File: config.mk
export PLATFORM = sky130hd
export DESIGN_NAME = settable_mmss_clock_display_flat
export DESIGN_NICKNAME = d
export VERILOG_FILES = /design/src/rtl/smmss_pkg.sv /design/src/rtl/smmss_if.sv /design/src/rtl/smmss_step.sv /design/src/rtl/settable_mmss_clock_display.sv /design/src/flat_wrapper.sv
export VERILOG_INCLUDE_DIRS = /design/src /design/src/rtl
export SDC_FILE = /design/constraint.sdc
export NUM_CORES = 1
export LEC_CHECK = 0
export BUFFER_PORTS_ARGS = -buffer_cell sky130_fd_sc_hd__buf_2
export CORE_ASPECT_RATIO = 0.9
export CORE_MARGIN = 4
export CORE_UTILIZATION = 45
export DETAILED_ROUTE_END_ITERATION = 12
export GPL_ROUTABILITY_DRIVEN = 0
export PLACE_DENSITY = 0.73
export SLEW_MARGIN = 20
export SYNTH_ARGS = -nofsm -noshare
export SYNTH_HDL_FRONTEND = slang
export SYNTH_SLANG_ARGS = --single-unit
File: constraint.sdc
create_clock -name clk -period 4.8 [get_ports clk]
set_clock_uncertainty 0.1 [all_clocks]
set_input_delay 0.72 -clock clk [delete_from_list [all_inputs] [get_ports clk]]
set_output_delay 0.72 -clock clk [all_outputs]
set_load 0.05 [all_outputs]
File: src/rtl/settable_mmss_clock_display_assert.svh
// Assertion macros shared by the clock display RTL.
`ifndef SETTABLE_MMSS_CLOCK_DISPLAY_ASSERT_SVH
`define SETTABLE_MMSS_CLOCK_DISPLAY_ASSERT_SVH

`ifndef SYNTHESIS

// Checked property with the asynchronous reset disabling the check.
`define SMMSS_ASSERT(label, clk, rst_n, prop, msg) \
	label: assert property (@(posedge clk) disable iff (!rst_n) prop) else $error(msg);

// Checked property that also holds while reset is asserted.
`define SMMSS_ASSERT_ALWAYS(label, clk, prop, msg) \
	label: assert property (@(posedge clk) prop) else $error(msg);

`else

`define SMMSS_ASSERT(label, clk, rst_n, prop, msg)
`define SMMSS_ASSERT_ALWAYS(label, clk, prop, msg)

`endif

`endif

File: src/rtl/smmss_pkg.sv
// Types, constants and decode functions of the MM:SS clock display.
package smmss_pkg;

	localparam int NUM_DIGITS = 4;
	localparam int DIGIT_W    = 5;
	localparam int POS_W      = 2;

	localparam logic [DIGIT_W-1:0] BLANK_CODE = 5'd16;

	localparam logic [3:0] KEY_LEFT  = 4'd10;
	localparam logic [3:0] KEY_RIGHT = 4'd11;
	localparam logic [3:0] KEY_EXIT  = 4'd14;
	localparam logic [3:0] KEY_SET   = 4'd15;

	localparam logic CMD_TICK = 1'b0;
	localparam logic CMD_KEY  = 1'b1;

	localparam logic CFG_TICKS_PER_SECOND  = 1'b0;
	localparam logic CFG_BLINK_HALF_PERIOD = 1'b1;

	localparam logic [15:0] TPS_RESET = 16'd500;
	localparam logic [14:0] BHP_RESET = 15'd250;

	typedef struct packed {
		logic [NUM_DIGITS-1:0][DIGIT_W-1:0] digits;
		logic [POS_W-1:0]                   scan_pos;
		logic [POS_W-1:0]                   scan_lim;
		logic                               set_mode;
		logic [POS_W-1:0]                   cursor;
		logic [DIGIT_W-1:0]                 saved;
		logic [15:0]                        blink;
		logic [15:0]                        ticks;
		logic [3:0]                         enable;
		logic [7:0]                         segments;
	} smmss_state_t;

	// Active-low segments a..g; codes above blank show nothing.
	function automatic logic [7:0] segment_code(input logic [DIGIT_W-1:0] code);
		logic [7:0] seg;
		unique case (code)
			5'd0:    seg = 8'hc0;
			5'd1:    seg = 8'hf9;
			5'd2:    seg = 8'ha4;
			5'd3:    seg = 8'hb0;
			5'd4:    seg = 8'h99;
			5'd5:    seg = 8'h92;
			5'd6:    seg = 8'h82;
			5'd7:    seg = 8'hf8;
			5'd8:    seg = 8'h80;
			5'd9:    seg = 8'h90;
			5'd10:   seg = 8'h88;
			5'd11:   seg = 8'h83;
			5'd12:   seg = 8'hc6;
			5'd13:   seg = 8'ha1;
			5'd14:   seg = 8'h86;
			5'd15:   seg = 8'h8e;
			default: seg = 8'hff;
		endcase
		return seg;
	endfunction

	function automatic logic [3:0] enable_code(input logic [POS_W-1:0] pos);
		logic [3:0] en;
		unique case (pos)
			2'd0:    en = 4'he;
			2'd1:    en = 4'hd;
			2'd2:    en = 4'hb;
			default: en = 4'h7;
		endcase
		return en;
	endfunction

	// Seconds and minutes ones count to ten, tens digits to six.
	function automatic logic [5:0] digit_modulus(input logic [POS_W-1:0] pos);
		return pos[0] ? 6'd6 : 6'd10;
	endfunction

endpackage

File: src/rtl/smmss_if.sv
// Valid/ready channel interfaces of the MM:SS clock display.
interface smmss_in_if;
	logic       valid;
	logic       ready;
	logic       command;
	logic [3:0] key_code;

	modport source (output valid, output command, output key_code, input ready);
	modport sink (input valid, input command, input key_code, output ready);
endinterface

interface smmss_out_if;
	logic       valid;
	logic       ready;
	logic [3:0] digit_enable;
	logic [7:0] segment_pattern;
	logic       setting_mode;
	logic [1:0] cursor_digit;

	modport source (output valid, output digit_enable, output segment_pattern,
		output setting_mode, output cursor_digit, input ready);
	modport sink (input valid, input digit_enable, input segment_pattern,
		input setting_mode, input cursor_digit, output ready);
endinterface

interface smmss_cfg_if;
	logic        valid;
	logic        ready;
	logic        index;
	logic [15:0] data;

	modport source (output valid, output index, output data, input ready);
	modport sink (input valid, input index, input data, output ready);
endinterface

File: src/rtl/smmss_step.sv
// Next-state logic for one tick or key request of the clock display.
module smmss_step
	import smmss_pkg::*;
(
	input  smmss_state_t st,
	input  logic         command,
	input  logic [3:0]   key_code,
	input  logic [15:0]  ticks_per_second,
	input  logic [14:0]  blink_half_period,
	output smmss_state_t nx
);

	always_comb begin
		logic [POS_W-1:0]   pos;
		logic [POS_W-1:0]   lim;
		logic [POS_W-1:0]   cur;
		logic [POS_W:0]     nxt;
		logic               skip;
		logic [7:0]         seg;
		logic [DIGIT_W-1:0] dc;
		logic [DIGIT_W-1:0] sv;
		logic [DIGIT_W-1:0] k;
		logic [15:0]        bc;
		logic [15:0]        tc;
		logic [5:0]         v;
		logic               carry;

		nx    = st;
		pos   = st.scan_pos;
		lim   = st.scan_lim;
		cur   = st.cursor;
		nxt   = '0;
		skip  = 1'b0;
		seg   = '0;
		dc    = '0;
		sv    = '0;
		k     = {1'b0, key_code};
		bc    = '0;
		tc    = '0;
		v     = '0;
		carry = 1'b0;

		if (command == CMD_TICK) begin
			// Drive the current scan digit from the digits as they stand.
			seg = segment_code(st.digits[pos]);
			if (pos == 2'd2)
				seg[7] = 1'b0;
			nx.enable   = enable_code(pos);
			nx.segments = seg;

			if (st.set_mode) begin
				lim = 2'd3;
			end else begin
				if (st.digits[0] != '0) lim = 2'd0;
				if (st.digits[1] != '0) lim = 2'd1;
				if (st.digits[2] != '0) lim = 2'd2;
				if (st.digits[3] != '0) lim = 2'd3;
				// Single-digit minutes with zero seconds tens skips digit one.
				if (st.digits[3] == '0 && st.digits[2] != '0 && st.digits[1] == '0) begin
					lim  = 2'd2;
					skip = 1'b1;
				end
			end
			nxt = {1'b0, pos} + {2'b00, skip} + 3'd1;
			nx.scan_lim = lim;
			nx.scan_pos = (nxt > {1'b0, lim}) ? '0 : nxt[POS_W-1:0];

			if (st.set_mode) begin
				dc = st.digits[st.cursor];
				sv = (dc != BLANK_CODE) ? dc : st.saved;
				nx.saved = sv;
				bc = st.blink + 16'd1;
				if (bc < {1'b0, blink_half_period}) begin
					nx.digits[st.cursor] = BLANK_CODE;
					nx.blink = bc;
				end else if (bc < {blink_half_period, 1'b0}) begin
					nx.digits[st.cursor] = sv;
					nx.blink = bc;
				end else begin
					nx.blink = '0;
				end
			end else begin
				tc = st.ticks + 16'd1;
				if (tc == ticks_per_second) begin
					nx.ticks = '0;
					carry = 1'b1;
					for (int i = 0; i < NUM_DIGITS; i++) begin
						if (carry) begin
							v = {1'b0, st.digits[i]} + 6'd1;
							if (v >= digit_modulus(POS_W'(i))) begin
								nx.digits[i] = '0;
							end else begin
								nx.digits[i] = v[DIGIT_W-1:0];
								carry = 1'b0;
							end
						end
					end
				end else begin
					nx.ticks = tc;
				end
			end
		end else if (st.set_mode || key_code == KEY_SET) begin
			nx.set_mode = 1'b1;
			if (key_code == KEY_RIGHT) begin
				nx.digits[cur] = st.saved;
				cur = cur + 2'd1;
				k = BLANK_CODE;
			end
			if (key_code == KEY_LEFT) begin
				nx.digits[cur] = st.saved;
				cur = cur - 2'd1;
				k = BLANK_CODE;
			end
			if (k < (cur[0] ? 5'd6 : 5'd10)) begin
				nx.digits[cur] = k;
				cur = cur - 2'd1;
				k = BLANK_CODE;
			end
			if (k == {1'b0, KEY_EXIT}) begin
				nx.set_mode = 1'b0;
				nx.digits[cur] = st.saved;
				cur = 2'd3;
			end
			nx.cursor = cur;
		end
	end

endmodule

File: src/rtl/settable_mmss_clock_display.sv
// A request is held in the s1 registers, then its update is registered into state_q.
// One request per cycle unless results stall; each state update is a registered pass.
// The display state doubles as the result register, so a stalled result holds it.
// Configuration writes are taken every cycle; ready is always high on that port.
// Reset clears the digits to zero, the cursor to three and all digits off,
// with 500 ticks per second and a blink half period of 250 ticks.
`include "settable_mmss_clock_display_assert.svh"

module settable_mmss_clock_display
	import smmss_pkg::*;
(
	input  logic               clk,
	input  logic               arst_n,
	smmss_in_if.sink           item,
	smmss_out_if.source        result,
	smmss_cfg_if.sink          cfg
);

	logic         valid_s1;
	logic         command_s1;
	logic [3:0]   key_code_s1;
	logic         out_valid_q;
	logic [15:0]  tps_q;
	logic [14:0]  bhp_q;
	smmss_state_t state_q;
	smmss_state_t state_next;
	logic         advance;

	// The state only moves when the previous result has left.
	assign advance    = valid_s1 && (!out_valid_q || result.ready);
	assign item.ready = !valid_s1 || advance;
	assign cfg.ready  = 1'b1;

	always_ff @(posedge clk or negedge arst_n) begin
		if (!arst_n) begin
			tps_q <= TPS_RESET;
			bhp_q <= BHP_RESET;
		end else if (cfg.valid) begin
			if (cfg.index == CFG_TICKS_PER_SECOND)
				tps_q <= cfg.data;
			else
				bhp_q <= cfg.data[14:0];
		end
	end

	always_ff @(posedge clk or negedge arst_n) begin
		if (!arst_n) begin
			valid_s1 <= 1'b0;
		end else if (item.ready) begin
			valid_s1 <= item.valid;
		end
	end

	always_ff @(posedge clk) begin
		if (item.valid && item.ready) begin
			command_s1  <= item.command;
			key_code_s1 <= item.key_code;
		end
	end

	smmss_step u_step (
		.st                (state_q),
		.command           (command_s1),
		.key_code          (key_code_s1),
		.ticks_per_second  (tps_q),
		.blink_half_period (bhp_q),
		.nx                (state_next)
	);

	always_ff @(posedge clk or negedge arst_n) begin
		if (!arst_n) begin
			out_valid_q       <= 1'b0;
			state_q.digits    <= '0;
			state_q.scan_pos  <= '0;
			state_q.scan_lim  <= '0;
			state_q.set_mode  <= 1'b0;
			state_q.cursor    <= 2'd3;
			state_q.saved     <= '0;
			state_q.blink     <= '0;
			state_q.ticks     <= '0;
			state_q.enable    <= 4'hf;
			state_q.segments  <= '0;
		end else begin
			if (advance)
				state_q <= state_next;
			if (advance)
				out_valid_q <= 1'b1;
			else if (result.ready)
				out_valid_q <= 1'b0;
		end
	end

	assign result.valid           = out_valid_q;
	assign result.digit_enable    = state_q.enable;
	assign result.segment_pattern = state_q.segments;
	assign result.setting_mode    = state_q.set_mode;
	assign result.cursor_digit    = state_q.cursor;

	`SMMSS_ASSERT(a_cursor_rests, clk, arst_n, !state_q.set_mode |-> state_q.cursor == 2'd3, "cursor left off digit three outside set mode")
	`SMMSS_ASSERT(a_one_digit_on, clk, arst_n, $countones(state_q.enable) >= 3, "more than one digit enabled")
	`SMMSS_ASSERT(a_scan_in_limit, clk, arst_n, state_q.scan_pos <= state_q.scan_lim, "scan position beyond scan limit")
	`SMMSS_ASSERT(a_key_holds_segs, clk, arst_n, (advance && command_s1 == CMD_KEY) |=> $stable(state_q.segments), "key request changed the segments")
	`SMMSS_ASSERT(a_set_full_scan, clk, arst_n, (advance && command_s1 == CMD_TICK && state_q.set_mode) |=> state_q.scan_lim == 2'd3, "set mode tick did not open the full scan")

endmodule
File: src/flat_wrapper.sv
// flat-port wrapper written by rule: the top's interface ports become plain ports
module settable_mmss_clock_display_flat import smmss_pkg::*;
  (clk, arst_n, item_valid, item_command, item_key_code, item_ready, result_valid, result_digit_enable, result_segment_pattern, result_setting_mode, result_cursor_digit, result_ready, cfg_valid, cfg_index, cfg_data, cfg_ready);
  smmss_in_if item_i ();
  smmss_out_if result_i ();
  smmss_cfg_if cfg_i ();
  input  logic clk;
  input  logic arst_n;
  input wire logic [$bits(item_i.valid)-1:0] item_valid;
  input wire logic [$bits(item_i.command)-1:0] item_command;
  input wire logic [$bits(item_i.key_code)-1:0] item_key_code;
  output wire logic [$bits(item_i.ready)-1:0] item_ready;
  output wire logic [$bits(result_i.valid)-1:0] result_valid;
  output wire logic [$bits(result_i.digit_enable)-1:0] result_digit_enable;
  output wire logic [$bits(result_i.segment_pattern)-1:0] result_segment_pattern;
  output wire logic [$bits(result_i.setting_mode)-1:0] result_setting_mode;
  output wire logic [$bits(result_i.cursor_digit)-1:0] result_cursor_digit;
  input wire logic [$bits(result_i.ready)-1:0] result_ready;
  input wire logic [$bits(cfg_i.valid)-1:0] cfg_valid;
  input wire logic [$bits(cfg_i.index)-1:0] cfg_index;
  input wire logic [$bits(cfg_i.data)-1:0] cfg_data;
  output wire logic [$bits(cfg_i.ready)-1:0] cfg_ready;
  assign item_i.valid = item_valid;
  assign item_i.command = item_command;
  assign item_i.key_code = item_key_code;
  assign item_ready = item_i.ready;
  assign result_valid = result_i.valid;
  assign result_digit_enable = result_i.digit_enable;
  assign result_segment_pattern = result_i.segment_pattern;
  assign result_setting_mode = result_i.setting_mode;
  assign result_cursor_digit = result_i.cursor_digit;
  assign result_i.ready = result_ready;
  assign cfg_i.valid = cfg_valid;
  assign cfg_i.index = cfg_index;
  assign cfg_i.data = cfg_data;
  assign cfg_ready = cfg_i.ready;
  settable_mmss_clock_display u_core (.clk(clk), .arst_n(arst_n), .item(item_i), .result(result_i), .cfg(cfg_i));
endmodule
* Word level (Yosys, flattened, before mapping)
Memory sizes are Yosys's and may differ from the RTL's. Index checks and enable logic that the tools add are counted.
Cells by class: magnitude comparators 17, bitwise operators 6, add/sub/neg operators 11, equality and inequality tests 10, reduce and logical (&&, ||, !) cells 35, mux-type cells 93
Operators by type and width (number):
- $mux W20 | 16
- $mux W5 | 21
- $bwmux W20 | 5
- $mux W16 | 3
- $demux W5 S2 | 4
- $mux W2 | 18
- $add A16 B1 Y16 const B | 2
- $add A5 B1 Y6 const B | 4
- $mux W1 | 21
- $bmux W5 S2 | 2
- $reduce_bool A5 Y1 | 4
- $and A16 B16 Y16 | 1
- $eq A16 B16 Y1 | 1
- $lt A16 B15 Y1 | 1
- $lt A16 B16 Y1 | 1
- $not A16 Y16 | 1
- $lt A2 B3 Y1 const B | 5
- $reduce_and A5 Y1 | 3
- $eq A4 B4 Y1 const B | 3
- $ge A6 B3 Y1 const B | 2
- $ge A6 B4 Y1 const B | 2
- $pmux W4 S3 | 1
- $reduce_bool A3 Y1 | 4
- $logic_not A5 Y1 | 2
- other kinds (25) | 45
Word-level totals: bits of input ports 27, output and inout bits 18, memory bits (read-only) 112, memories kept 1, logic and storage cells 192, register bits 114
Memories:
- (name not given) | words 16, bits a word 7, read ports 1, clocked after Yosys merged registers in 0, write ports 0, line smmss_pkg.sv:40 | unique case (code)

* Logic depth before layout (Yosys ltp)
word-level depth 21, mapped depth 17, mapped depth without buffers 15

* Modules after synthesis
A second synthesis with hierarchy kept.
Second synthesis, totals: cell total of the unflattened synthesis 1134, area, all modules 10188.5 µm²
Modules (own cells, without submodules):
- smmss_step | sequential area each 0.0 µm², area each 5671.7 µm², cells an instance 878, times used 1
- settable_mmss_clock_display | sequential area each 2900.3 µm², area each 4516.8 µm², cells an instance 256, times used 1

* Worst setup path before layout
Ideal clock, no wire load.
path type reg2reg, start register u_core.state_q[28] (netlist name), end register u_core.state_q[66] (netlist name), clock period less this slack 3.771 ns, setup slack 1.029 ns, required time 4.633 ns, path buffers 1, setup time 0.067 ns, arrival 3.604 ns, cell stages (with the launch flop) 17, path through dfrtp_1 ha_1 and3_1 nand3_1 nor2_1 and3_1 nand3_1 xnor2_1 ha_1 nand3_1 nor3_1 a211o_1 nor2_1 clkbuf_1 nand2_1 o211ai_1 o221a_1
On the way: word-level cells in the longest chain between the ends 5, elaborated cells between the ends (all ways) 8, those cells by class add/sub: 1; order compare: 2; eq/ne: 1; mux: 3; reduce/logical: 1
RTL lines:
- start, declared | line settable_mmss_clock_display.sv:25 | smmss_state_t state_q;
- start signal, assigned | line settable_mmss_clock_display.sv:85 | state_q <= state_next;
- $add A16 B1 Y16 (*) | line smmss_step.sv:72 | bc = st.blink + 16'd1;
- branches (longest 4 deep; another with $lt A16 B15 Y1)
Every way passes the cells marked *. A chain may end at the register's enable or synchronous reset.

* Worst setup path in the final report
start register u_core.state_q[30] (netlist name), end register u_core.state_q[28] (netlist name)
On the way: word-level cells in the longest chain between the ends 4, elaborated cells between the ends (all ways) 5, those cells by class add/sub: 1; order compare: 2; mux: 2
RTL lines:
- $add A16 B1 Y16 (*) | line smmss_step.sv:72
- $lt A16 B16 Y1 | line smmss_step.sv:76 | end else if (bc < {blink_half_period, 1'b0}) begin
- $mux W16 | line smmss_step.sv:76
- $mux W16 (*) | line smmss_step.sv:73 | if (bc < {1'b0, blink_half_period}) begin
Mark *: on every way between the ends. The rest lies on a longest branch, timed or not.

==> impl_metrics.csv <==
group,metric,value,unit
outcome,outcome,"complete, no violations",
sta,worst_slew_pin_slew,838,ps
yosys,ys_ff_latch,114,
yosys,yosys_warnings,0,
hold_path,worst_hold_path_type,"in2async",
detailed_routing,routed_wl,22500,um
grt,antenna_found_initial,0,
power_and_ir_drop,combPwrFrac,0.441,
finish,fin_nets,1028,
sta,relSlewSlack,0.439,
place,io_buffers,43,
power_and_ir_drop,leakage,4.09,nW
critical_path,worstPathArrival,4590,ps
sta,fin_crit_sh,0.903,
yosys,ys_seq_area_frac,0.334,
power_and_ir_drop,p_sw,2.31,mW
critical_path,crit_path_start_kind,"register",
detailed_routing,vias_per_cell,6.23,
yosys,async_reset_ff_frac,0.956,
floorplan,num_rows,47,
floorplan,die_w,154,um
yosys,yosys.area_share.simple,0.164,
job,maxCapViolations,0,
grt,grt_pass1_vias,7173,
sta,final_max_slew_viol_count,0,
yosys,synthMuxAreaShare,0.0948,
place,dp_hpwl,16300,um
yosys,synth_top_family_by_area,"compound AO/OA/AOI/OAI gates",
power_and_ir_drop,swShare,0.444,
clock_network,post_cts_buffers,0,
yosys,syn_nets,1015,
clock_network,cts.path.max_buffers,2,
detailed_routing,route.detailed.drc,0,
grt,track_usage,0.212,
power_and_ir_drop,p_int,2.89,mW
floorplan,core,18600,um2
finish,drive_above_1_share,0.191,
critical_path,slowest_stage,"nor2_1",
yosys,postSynthCellCount,923,
sta,rsz0062_at_grt,"no",
power_and_ir_drop,p_per_area,545,nW/um2
grt,grt_max_degree,42,
critical_path,cp.required,5060,ps
floorplan,initial_core_util,0.465,
detailed_routing,num_vias,7443,
clock_network,clk_latency,430,ps
yosys,yosysTopAreaCell,"dfrtp_1",
yosys,synth-edff-count,5,
clock_network,holdBufCountCts,0,
yosys,synth_compound_area_frac,0.211,
grt,grt_overflow,0,
floorplan,die_h,140,um
yosys,syn_area,8670,um2
clock_network,h-tree-depth,4,
clock_network,clkTransAtPathRegs,60,ps
yosys,synth.avg_cell_area,9.40,um2
sta,finalCriticalPeriod,4340,ps
floorplan,die_area,21600,um2
sta,hold_viol,0,
finish,area_growth_syn_to_layout,10.2,%
yosys,synth.top_cell.area_share,0.263,
yosys,synth_adder_area_share,0.0946,
sta,setup_viol,0,
critical_path,worst_path_most_repeated_cell,"nor2_1",
clock_network,cts_tree,"built",
finish,diodes,0,
critical_path,max_stage_delay,550,ps
power_and_ir_drop,p_clk_frac,0.246,
critical_path,rr_worst_depth,15,
sta,tns,0,ps
clock_network,post_cts_resized,0,
detailed_routing,antenna_left,0,
yosys,ys_top_cells_by_area,"dfrtp_1 26%, ha_1 9.2%, dfstp_2 5.5%",
floorplan,io_pins,45,
detailed_routing,drt_iter0_drc,610,
detailed_routing,drtPass1Iterations,6,
sta,fmax,231,MHz
yosys,synthXorXnorAreaFrac,0.0430,
yosys,ys_types,87,
clock_network,cts.sinks,114,
yosys,synth_ff_type,"dfrtp_1",
clock_network,cts-root-buf,"clkbuf_16",
power_and_ir_drop,ir_drop,0.000283,V
power_and_ir_drop,pwr-share-seq,0.313,
grt,grt_pass1_wl,37000,um
clock_network,numCtsBuffers,17,
critical_path,path_cells,"nand2_1, nor2_1, nand3_1, nor2_1, and3_1, and3_1, xor2_1, ha_1, a21o_1, a21o_1, a211oi_1, o31a_1, nor2_1, nor2_1, mux2_2",
detailed_routing,wl_per_cell,18.9,um
critical_path,crit_type,"reg2reg",
critical_path,critPathMaxFanout,14,
sta,whs,180,ps
critical_path,endpoint_kind,"register",
-- state kept, by name, indices dropped and copies added, names as in the netlist --
signal	count
u_core.result.setting_mode	1
u_core.valid_s1	1
u_core.result.segment_pattern	8
u_core.result.valid	1
u_core.tps_q	16
u_core.command_s1	1
u_core.bhp_q	15
u_core.state_q	61
u_core.result.cursor_digit	2
u_core.result.digit_enable	4
u_core.key_code_s1	4
-- final cells by class --
cell class	instances	area [um2]
Sequential cell	114	2900
Clock buffer	17	425
Timing Repair Buffer	56	315
Multi-Input combinational cell	699	5270
Fill cell	1667	9080
Clock inverter	15	161
Inverter	48	180
Tap cell	245	307
-- cells in the final DEF (no fill, tap or decap), types with 11 or more instances in the layout --
master | synthesis | final
nor3_1 | 13 | 13
a31oi_1 | 20 | 20
dfstp_2 | 18 | 18
buf_2 | 11 | 42
clkbuf_16 | 0 | 17
a22o_1 | 22 | 22
a21oi_1 | 34 | 34
o21ai_0 | 56 | 56
nor2_1 | 68 | 68
nand3_1 | 36 | 36
nand4_1 | 12 | 12
buf_4 | 18 | 14
xor2_1 | 18 | 18
ha_1 | 64 | 64
nand2_1 | 54 | 54
o31ai_1 | 11 | 11
xnor2_1 | 22 | 22
o221ai_1 | 25 | 25
dfrtp_1 | 91 | 91
nor2b_1 | 14 | 14
inv_1 | 47 | 47
mux2i_1 | 18 | 18
mux2_2 | 37 | 37
nand2b_1 | 13 | 13
-- power by group through the flow --
stage               clock network (mW)  registers [mW]  logic [mW]
floorplan                            0            1.41        1.94
global placement                     0            1.61        2.21
detailed placement                   0            1.62        2.26
CTS                               1.30            1.61        2.27
global route                      1.35            1.66        2.53
finish                            1.28            1.63        2.30
-- through the flow --
stage,instance area (um2),setup slack (ps),total power [mW],std cells,util
after floorplan,8670,1030,3.35,923,-
after global placement,8970,663,3.82,1162,0.481
after detailed placement,8970,521,3.88,1162,0.481
after CTS,9560,483,5.18,1194,0.513
after global routing,9560,46.4,5.54,1194,0.513
final,9560,464,5.21,1194,0.513
-- logic make-up after synthesis --
| kind of cell | Yosys count |
|---|---|
| multiplexers | 65 |
| AO/OA/AOI/OAI | 254 |
| adder cells (fa/ha/maj) | 65 |
| buffers and inverters | 110 |
| XOR/XNOR | 41 |
| AND/OR/NAND/NOR | 273 |
| flip-flops | 114 |
| other | 1 |
-- path summary, 6_finish.rpt --
path / slack, ps / to / startpoint
worst max-delay path: 460 / u_core.state_q[28] / u_core.state_q[30]
max in group asynchronous: 3480 / u_core.result.digit_enable[0] / arst_n
min in group clk: 360 / u_core.key_code_s1[3] / item_key_code[3]
worst min register to register: 390 / u_core.result.segment_pattern[7] / u_core.result.segment_pattern[7]
worst min-delay path: 180 / u_core.tps_q[9] / arst_n
worst max register to register: 460 / u_core.state_q[28] / u_core.state_q[30]
-- critical path, delay by kind of cell (launching register included) --
| kind | cells | cell delay (ps) |
|---|---|---|
| AOI/OAI and AO/OA | 4 | 870 |
| xor gates and xnor gates | 1 | 240 |
| adders and majority gates | 1 | 290 |
| DFF | 1 | 450 |
| muxes | 1 | 270 |
| and+or+nand+nor | 8 | 2060 |
-- metal layers --
| layer | part of all wire | up-vias | track usage | wire length, um |
|---|---|---|---|---|
| met4 | 0.024 | 0 | 0.0748 | 542 |
| li1 | - | 3463 | - | - |
| met2 | 0.44 | 331 | 0.315 | 9860 |
| met5 | 0 | - | 0 | 0 |
| met3 | 0.080 | 49 | 0.0531 | 1810 |
| met1 | 0.46 | 3600 | 0.300 | 10300 |
-- synth_stat cells (20+ instances only) --
cell / number
ha_1: 64
a21oi_1: 34
o221ai_1: 25
nand2_1: 54
a22o_1: 22
nand3_1: 36
xnor2_1: 22
nor2_1: 68
a31oi_1: 20
clkbuf_1: 30
inv_1: 47
o21ai_0: 56
dfrtp_1: 91
mux2_2: 37
No activity file was read; power rests on OpenSTA's default activity.
